$ cat config.mk
export PLATFORM = sky130hd
export DESIGN_NAME = bnms_ctrl
export DESIGN_NICKNAME = d
export VERILOG_FILES = /design/src/hdl/bnms_pkg.sv /design/src/hdl/bnms_ctrl.sv
export SDC_FILE = /design/constraint.sdc
export NUM_CORES = 1
export LEC_CHECK = 0
export ABC_AREA = 1
export BUFFER_PORTS_ARGS = -buffer_cell sky130_fd_sc_hd__clkbuf_2
export CAP_MARGIN = 20
export CORE_MARGIN = 5
export CORE_UTILIZATION = 51
export CTS_CLUSTER_DIAMETER = 120
export DETAILED_ROUTE_END_ITERATION = 12
export HOLD_SLACK_MARGIN = 0.03
export PLACE_DENSITY_LB_ADDON = 0.08
export SETUP_SLACK_MARGIN = 0.5
export SLEW_MARGIN = 40
export SYNTH_ARGS = -nofsm -noshare
export SYNTH_HDL_FRONTEND = slang
export SYNTH_SLANG_ARGS = --single-unit
$ cat constraint.sdc
create_clock -name clk -period 2.2 [get_ports clk]
set_clock_uncertainty 0.15 [all_clocks]
set_input_delay 0.11 -clock clk [delete_from_list [all_inputs] [get_ports clk]]
set_output_delay 0.11 -clock clk [all_outputs]
set_load 0.02 [all_outputs]
$ cat src/hdl/bnms_pkg.sv
// Shared constants and types for the box non-maximum suppression block.
package bnms_pkg;

  localparam int MAX_BOXES = 64;
  localparam int IDX_W     = $clog2(MAX_BOXES);
  localparam int CNT_W     = IDX_W + 1;

  typedef struct packed {
    logic [9:0]  h;
    logic [9:0]  w;
    logic [11:0] y;
    logic [11:0] x;
  } geo_t;

  // Commands from the controller to the datapath.
  typedef struct packed {
    logic             store_we;
    logic [IDX_W-1:0] wr_addr;
    logic [IDX_W-1:0] i;
    logic [IDX_W-1:0] j;
    logic             sel_j;
    logic             rank_clr;
    logic             rank_acc;
    logic             sorted_we;
    logic             gi_ld;
    logic             ai_ld;
    logic             s1_ld;
    logic             s2_ld;
    logic             dec;
    logic             out_ld;
    logic             last_res;
    logic             ovf;
    logic             supp_clr;
  } cmd_t;

  // Status from the datapath to the controller.
  typedef struct packed {
    logic sup_i;
    logic sup_j;
  } status_t;

endpackage

$ cat src/hdl/bnms_ctrl.sv
// Controller: sequences loading, ranking, pairwise suppression and result output.
module bnms_ctrl (
  input  logic              clk,
  input  logic              rst,
  input  logic              in_valid,
  input  logic              in_last,
  output logic              in_ready,
  output logic              out_valid,
  input  logic              out_ready,
  input  bnms_pkg::status_t status,
  output bnms_pkg::cmd_t    cmd
);

  localparam logic [3:0] S_LOAD    = 4'd0;
  localparam logic [3:0] S_RK_INIT = 4'd1;
  localparam logic [3:0] S_RK_RD   = 4'd2;
  localparam logic [3:0] S_RK_CMP  = 4'd3;
  localparam logic [3:0] S_RK_WR   = 4'd4;
  localparam logic [3:0] S_SP_RDI  = 4'd5;
  localparam logic [3:0] S_SP_LDI  = 4'd6;
  localparam logic [3:0] S_SP_AI   = 4'd7;
  localparam logic [3:0] S_SP_RDJ  = 4'd8;
  localparam logic [3:0] S_SP_WJ   = 4'd9;
  localparam logic [3:0] S_SP_C2   = 4'd10;
  localparam logic [3:0] S_SP_DEC  = 4'd11;
  localparam logic [3:0] S_OUT_RD  = 4'd12;
  localparam logic [3:0] S_OUT_LD  = 4'd13;
  localparam logic [3:0] S_OUT_WT  = 4'd14;
  localparam logic [3:0] S_CLR     = 4'd15;

  logic [3:0]                    state, state_next;
  logic [bnms_pkg::IDX_W-1:0]    i, i_next;
  logic [bnms_pkg::IDX_W-1:0]    j, j_next;
  logic [bnms_pkg::CNT_W-1:0]    count, count_next;
  logic                          ovf, ovf_next;
  logic [bnms_pkg::CNT_W-1:0]    count_m1;
  logic                          i_last, j_last, full, take;

  assign count_m1 = count - 1'b1;
  assign i_last   = (i == count_m1[bnms_pkg::IDX_W-1:0]);
  assign j_last   = (j == count_m1[bnms_pkg::IDX_W-1:0]);
  assign full     = (count == bnms_pkg::CNT_W'(bnms_pkg::MAX_BOXES));
  assign in_ready = (state == S_LOAD);
  assign take     = in_valid && in_ready;
  assign out_valid = (state == S_OUT_WT);

  always_ff @(posedge clk) begin
    if (rst) begin
      state <= S_LOAD;
      i     <= '0;
      j     <= '0;
      count <= '0;
      ovf   <= 1'b0;
    end else begin
      state <= state_next;
      i     <= i_next;
      j     <= j_next;
      count <= count_next;
      ovf   <= ovf_next;
    end
  end

  always_comb begin
    state_next = state;
    i_next     = i;
    j_next     = j;
    count_next = count;
    ovf_next   = ovf;
    unique case (state)
      S_LOAD: begin
        if (take) begin
          if (full) begin
            ovf_next = 1'b1;
          end else begin
            count_next = count + 1'b1;
          end
          if (in_last) begin
            i_next     = '0;
            state_next = S_RK_INIT;
          end
        end
      end
      S_RK_INIT: begin
        j_next     = '0;
        state_next = S_RK_RD;
      end
      S_RK_RD: state_next = S_RK_CMP;
      S_RK_CMP: begin
        if (j_last) begin
          state_next = S_RK_WR;
        end else begin
          j_next     = j + 1'b1;
          state_next = S_RK_RD;
        end
      end
      S_RK_WR: begin
        if (i_last) begin
          i_next     = '0;
          state_next = S_SP_RDI;
        end else begin
          i_next     = i + 1'b1;
          state_next = S_RK_INIT;
        end
      end
      S_SP_RDI: state_next = S_SP_LDI;
      S_SP_LDI: state_next = S_SP_AI;
      S_SP_AI: begin
        if (i_last) begin
          i_next     = '0;
          state_next = S_OUT_RD;
        end else if (status.sup_i) begin
          i_next     = i + 1'b1;
          state_next = S_SP_RDI;
        end else begin
          j_next     = i + 1'b1;
          state_next = S_SP_RDJ;
        end
      end
      S_SP_RDJ: begin
        if (status.sup_i) begin
          i_next     = i + 1'b1;
          state_next = S_SP_RDI;
        end else if (status.sup_j) begin
          if (j_last) begin
            i_next     = i + 1'b1;
            state_next = S_SP_RDI;
          end else begin
            j_next     = j + 1'b1;
            state_next = S_SP_RDJ;
          end
        end else begin
          state_next = S_SP_WJ;
        end
      end
      S_SP_WJ: state_next = S_SP_C2;
      S_SP_C2: state_next = S_SP_DEC;
      S_SP_DEC: begin
        if (j_last) begin
          i_next     = i + 1'b1;
          state_next = S_SP_RDI;
        end else begin
          j_next     = j + 1'b1;
          state_next = S_SP_RDJ;
        end
      end
      S_OUT_RD: state_next = S_OUT_LD;
      S_OUT_LD: state_next = S_OUT_WT;
      S_OUT_WT: begin
        if (out_ready) begin
          if (i_last) begin
            state_next = S_CLR;
          end else begin
            i_next     = i + 1'b1;
            state_next = S_OUT_RD;
          end
        end
      end
      S_CLR: begin
        count_next = '0;
        ovf_next   = 1'b0;
        state_next = S_LOAD;
      end
      default: state_next = S_LOAD;
    endcase
  end

  always_comb begin
    cmd           = '0;
    cmd.i         = i;
    cmd.j         = j;
    cmd.wr_addr   = count[bnms_pkg::IDX_W-1:0];
    cmd.store_we  = take && !full;
    cmd.sel_j     = (state == S_SP_RDJ) || (state == S_SP_WJ);
    cmd.rank_clr  = (state == S_RK_INIT);
    cmd.rank_acc  = (state == S_RK_CMP);
    cmd.sorted_we = (state == S_RK_WR);
    cmd.gi_ld     = (state == S_SP_LDI);
    cmd.ai_ld     = (state == S_SP_AI);
    cmd.s1_ld     = (state == S_SP_WJ);
    cmd.s2_ld     = (state == S_SP_C2);
    cmd.dec       = (state == S_SP_DEC);
    cmd.out_ld    = (state == S_OUT_LD);
    cmd.last_res  = i_last;
    cmd.ovf       = ovf;
    cmd.supp_clr  = (state == S_CLR);
  end

endmodule

==> results_dict.tcl, run 1 <==
set metrics [dict create \
    max_slew_margin_pct 77.32 \
    cts_tree "built" \
    num_rows 23 \
    synth_top_area_cell "dfxtp_1" \
    design.core.area_sq_mm 0.004086 \
    post-dp-hpwl_um 4780 \
    finalWirelength_um 6452 \
    async_flop_share_pct 0 \
    die_h_um 75.39 \
    register_area_sq_um 500.5 \
    die-area_sq_mm 0.005684 \
    ys_seq_area_share_pct 22.03 \
    min_period_over_period_pct 96.88 \
    cellPowerDensity_mw_per_mm2 463.9 \
    mappedNetlistNets 362 \
    stdcell_area_sq_mm 0.002779 \
    dr.first_iter.drc_count 187 \
    antenna_found_initial 0 \
    cts_buffers 3 \
    htree_levels 1 \
    overflow 0 \
    ys_seq_elements 24 \
    yosys-top-cells-count "87 x nand2_1, 39 x inv_1, 39 x nor2_1" \
    fmax_mhz 469.2 \
    clock_sinks 24 \
    antennaDiodeCount 0 \
    status "complete, no violations" \
    min-delay-path-class "primary input to register" \
    synth_edf_count 0 \
    start_util_pct 53.37 \
    yosysWarnings 0 \
    fin_ws_ps 68.58 \
    grt_pass1_wl_um 10630 \
    drcViolationCount 0 \
    drtAntennaViolNets 0 \
    crit_arrival_ps 1870 \
    leakage_nw 1.326 \
    nNetsFinal 419 \
    multiInputGateArea_sq_mm 0.001567 \
    num_io_pins 41 \
    setup_tns_ps 0 \
    dpl_cell_area_sq_mm 0.002441 \
    io_buffers 40 \
    vias_per_cell 5.421 \
    vdd_drop_max_uv 308.0 \
    cp-end-kind "primary output" \
    clk_path_buf_depth 2 \
    synth.avg_cell_area_sq_um 6.231 \
    vias 2472 \
    grt_pass1_vias 2322 \
    drive_gt1_share_pct 37.19 \
    wire_per_inst_um 14.15 \
    maxCapViolCount 0 \
    grtUsageTotal_pct 24.00 \
    clock_latency_ps 280 \
    clk_pin_slew_worst_paths_ps 90 \
    fillerInstances 387 \
    clock_tree.root_cell "clkbuf_8" \
    yosysMostFrequentCell "nand2_1" \
    synthCells 350 \
    setup_viol 0 \
    synthFlopType "dfxtp_1" \
    fin_crit_ps 2131 \
    slew_viol_final 0 \
    startpoint_type "register" \
    pre_cts_ws_ps 84.33 \
    crit_type "register to primary output" \
    worst_slew_pin_slew_ps 340.2 \
    chipWidth_um 75.39 \
    synthToLayoutAreaGrowth_pct 27.42 \
    routabilityCongestion 0.9638 \
    synth_top_area_share_pct 22.03 \
    ys_types 37 \
    drtPass1Iterations 5 \
    crit_path_max_fanout 5 \
    synthTopCellsByArea "dfxtp_1 22%, nand2_1 15%, inv_1 6.7%" \
    crit_required_ps 1940 \
    synthesis.area_sq_mm 0.002181 \
    hold_viol_final 0 \
    grt_max_degree 14 \
    rsz0062_at_grt "true" \
]
==> critical path: stages (launching register included) <==
cell      delay (ps)
dfxtp_4          390
inv_8             40
ha_4             240
xnor2_1          120
nor2_1           120
nand2_1           60
nor2_1           110
nand3_2          140
buf_4            180
inv_2             60
clkbuf_8         130
==> worst paths after layout <==
kind	start	slack [ps]	depth (start not counted)	end
worst max-delay path	count[0]$_SDFFE_PP0P_	70	10	cmd[2]
worst min-delay path	in_valid	40	5	ovf$_SDFFE_PP0P_
worst max register to register	count[0]$_SDFFE_PP0P_	90	13	i[3]$_SDFFE_PP0P_
worst min register to register	ovf$_SDFFE_PP0P_	340	2	ovf$_SDFFE_PP0P_
==> power by group <==
group	switching, mW	internal, mW	total, mW
clock	0.165	0.161	0.325
sequential	0.0311	0.455	0.486
combinational	0.298	0.180	0.478
==> layer usage <==
metal | share of wire (%) | GRT usage, %
met5 | 0 | 0
met4 | 1.1 | 6.796
met3 | 5.3 | 2.243
met2 | 49 | 41.80
met1 | 45 | 31.49
==> cell families after synthesis <==
kind of cell             share of synthesized area, %
AND/OR/NAND/NOR                                 45.32
buffers and inverters                           12.97
AO/OA/AOI/OAI                                   13.20
flip-flops                                      22.03
XOR/XNOR                                        3.615
adder cells (fa/ha/maj)                         2.869
==> sequential cells by signal (all words and copies together) (netlist names) <==
signal and flops:
count 7, i 6, j 6, state 4, ovf 1
==> cells in the final DEF, fill, tap and decap left out, types with 2 or more instances in the layout <==
cell type  instances
clkbuf_2          37
xor2_1             6
dfxtp_4            4
xnor2_1            3
clkbuf_8           5
nor2_2            11
inv_1             34
o21ai_2            5
nand2_4            4
nand3_1           27
nand4_1            4
nand3_2            4
nand3_4            2
dfxtp_2            4
a21oi_2            4
o21ai_0            4
o22ai_1            2
nand2_1           83
nand2_8            2
nor3_2             3
inv_2             15
ha_1               4
o211ai_1           9
nor2_4             9
nor3_1             5
nor2_1            33
nand2_2           11
a21oi_1           18
dfxtp_1           16
buf_4             22
==> per-stage QoR <==
step / total power, mW / util (%) / hold slack (ps) / instances
6_report: 1.289 / 68.00 / 36.50 / 456
5_1_grt: 1.359 / 68.00 / 77.33 / 456
4_1_cts: 1.255 / 65.09 / 42.84 / 453
3_5_place_dp: 0.8982 / 59.74 / 263.9 / 436
3_3_place_gp: 0.8927 / 59.74 / 260.8 / 436
2_1_floorplan: 0.8166 / - / 134.3 / 350
==> cell type report <==
class	count	share of cell area, %
Clock buffer	4	1.981
Inverter	51	7.339
Multi-Input combinational cell	264	56.37
Sequential cell	24	18.01
Tap cell	50	2.251
Timing Repair Buffer	63	14.05
==> repair_timing <==
action                                  in CTS  in global routing
gates cloned                                 1                  0
endpoints found under the hold margin        1                  0
buffers inserted                            11                  3
endpoints found under the setup margin      21                 26
hold buffers                                 1                  0
gates resized for setup                     20                 30
pin swaps                                   11                 10
No activity file was read; power rests on OpenSTA's default activity.
==> run 2, diff against run 1 <==
- ABC_AREA: 1 -> not set
- CORE_UTILIZATION: 51 -> 50
- CTS_CLUSTER_DIAMETER: 120 -> not set
==> run 2 against run 1 <==
Against the previous run:
- the flow now finishes with violations (negative setup slack)
- via count is 0.77% lower
- cell count is 7.9% lower
- synthesized area is 2.5% lower
- power is 82% higher
- final area is 23% higher
- routed wire length is 11% higher
- non-clock buffer count is 61 higher
- global-route usage is 1.1 points higher
- sequential share of layout area is 3.3 points lower
- clock power is 17% lower
- register-to-register slack worse by 460 ps
- critical endpoint is now j[3]$_SDFFE_PP0P_
==> results_dict.tcl, run 2 <==
set metrics [dict create \
    io_buffers 40 \
    crit_arrival_ps 2560 \
    hold_viol_final 0 \
    drcViolationCount 0 \
    num_io_pins 41 \
    crit_required_ps 2200 \
    yosysWarnings 0 \
    pre_cts_ws_ps -324.5 \
    slew_viol_final 0 \
    grt_max_degree 22 \
    cts_buffers 3 \
    utilization_pct 84.34 \
    design.core.area_sq_mm 0.004058 \
    ys_types 62 \
    grt_pass1_wl_um 10900 \
    clock_tree.root_cell "clkbuf_8" \
    synthCells 268 \
    async_flop_share_pct 0 \
    crit_path_max_fanout 7 \
    fin_crit_ps 2565 \
    synthToLayoutAreaGrowth_pct 60.88 \
    max_slew_margin_pct 59.87 \
    seqPwrFrac_pct 23.3 \
    finalPower_mw 2.346 \
    worst_slew_pin_slew_ps 595.6 \
    status "finished, violations left" \
    leakage_nw 1.444 \
    clock_latency_ps 270 \
    clk_pin_slew_worst_paths_ps 90 \
    vias 2453 \
    mappedNetlistNets 280 \
    synth_edf_count 0 \
    grt_pass1_vias 2339 \
    r2r_slack_ps -370 \
    post-dp-hpwl_um 4982 \
    stdcell_area_sq_mm 0.003422 \
    cellPowerDensity_mw_per_mm2 685.4 \
    p_int_mw 1.379 \
    min-delay-path-class "primary input to register" \
    setup_viol 18 \
    top_regs "count x7, i x6, j x6" \
    largest_reg_flops 7 \
    routabilityCongestion 0.9178 \
    layout_commonest_cell "buf_4" \
    cp-end-kind "register" \
    antenna_found_initial 0 \
    fin_hold_ws_ps 79.44 \
    drtAntennaViolNets 0 \
    synthTopCellsByArea "dfxtp_1 23%, xnor2_1 6.2%, nor2_1 3.9%" \
    ys_seq_elements 24 \
    die-area_sq_mm 0.005659 \
    grtUsageTotal_pct 25.05 \
    overflow 0 \
    yosys-top-cells-count "24 x dfxtp_1, 22 x nor2_1, 21 x nand2_1" \
    clock_sinks 24 \
    yosysMostFrequentCell "dfxtp_1" \
    p_comb_share_pct 65.2 \
    htree_levels 1 \
    nNetsFinal 384 \
    dr.first_iter.drc_count 166 \
    largest-register "count" \
    violations "negative setup slack" \
    startpoint_type "register" \
    rsz0062_at_grt "true" \
    fmax_mhz 389.8 \
    vias_per_cell 5.840 \
    dpl_cell_area_sq_mm 0.002838 \
    wire_per_inst_um 17.00 \
    switchingPower_mw 0.9666 \
    maxCapViolCount 0 \
    synthFlopType "dfxtp_1" \
    final_cell_mix "64 x buf_4, 29 x clkbuf_2, 21 x buf_6" \
    crit_type "register to register" \
    cts_tree "built" \
    start_util_pct 52.42 \
    chipWidth_um 75.23 \
    min_period_over_period_pct 116.6 \
    finalWirelength_um 7140 \
    p_sw_share_pct 41.21 \
    drtPass1Iterations 4 \
    fin_ws_ps -365.1 \
    antennaDiodeCount 0 \
    num_rows 23 \
    drive_gt1_share_pct 52.70 \
    clk_path_buf_depth 2 \
    synthesis.area_sq_mm 0.002127 \
    ys_seq_area_share_pct 22.59 \
    die_h_um 75.23 \
    synth_top_area_share_pct 22.59 \
    clkPwrFrac_pct 11.5 \
    synth_top_area_cell "dfxtp_1" \
    vdd_drop_max_uv 488.0 \
    synth.avg_cell_area_sq_um 7.937 \
]
## run 2: layout make-up
class / instances / area, sq um
well taps: 50 / 62.56
clock buffers: 3 / 41.29
flip-flops and latches: 24 / 503.0
multi-input cells: 210 / 1777
inverters: 9 / 41.29
fillers: 245 / 635.6
repair buffers: 124 / 997.2
## run 2: worst paths after layout
check / from / end / depth (start not counted)
max: count[0]$_SDFFE_PP0P_ / j[3]$_SDFFE_PP0P_ / 10
min: out_ready / state[1]$_SDFFE_PP0P_ / 3
max reg2reg: count[0]$_SDFFE_PP0P_ / j[3]$_SDFFE_PP0P_ / 10
min reg2reg: ovf$_SDFFE_PP0P_ / ovf$_SDFFE_PP0P_ / 2
## run 2: power groups by stage
stage                     Combinational, mW  Clock [mW]  Sequential (mW)
after floorplan                       0.781           0            0.602
after global placement                 1.20           0            0.552
after detailed placement               1.22           0            0.552
after CTS                              1.35       0.272            0.542
after global routing                   1.62       0.293            0.551
final                                  1.53       0.270            0.546
## run 2: stage by stage
stage / instances / TNS (ps)
final: 420 / -4439
after global routing: 420 / -6391
after CTS: 410 / -3557
after detailed placement: 397 / -3620
after global placement: 397 / -3078
after floorplan: 268 / -2062
## run 2: repair_timing
action | CTS | global route
hold buffers | 1 | 0
endpoints found under the setup margin | 34 | 35
resized for setup | 49 | 52
pin swaps | 24 | 19
setup buffers | 9 | 10
hold endpoints to repair | 1 | 0
## run 2: routing by layer
metal,part of all wire (%),GRT usage [%],wire length (um),up-vias
li1,-,-,-,1193
met1,42,32.37,3028,1165
met2,50,43.13,3581,85
met3,5.7,3.204,406,10
met4,1.8,8.155,125,0
met5,0,0,0,-
## run 2: logic make-up (layout without fill, tap and decap cells)
group | count (synthesis) | after routing | share of synthesized area, %
AND/OR/NAND/NOR | 104 | 104 | 27.35
AO/OA/AOI/OAI | 74 | 74 | 26.35
buffers and inverters | 34 | 136 | 8.235
XOR/XNOR | 26 | 26 | 12.06
flip-flops | 24 | 24 | 22.59
adder cells (fa/ha/maj) | 5 | 5 | 2.941
multiplexers | 1 | 1 | 0.4706
## run 2: worst max-delay path: stages, from the launching register on
cell and delay [ps]:
dfxtp_2 360, inv_4 50, ha_4 270, xor2_1 150
nand3_1 130, nor4_4 260, buf_4 180, nand3_4 100
a2111o_1 520, a21oi_2 210, o31ai_2 70
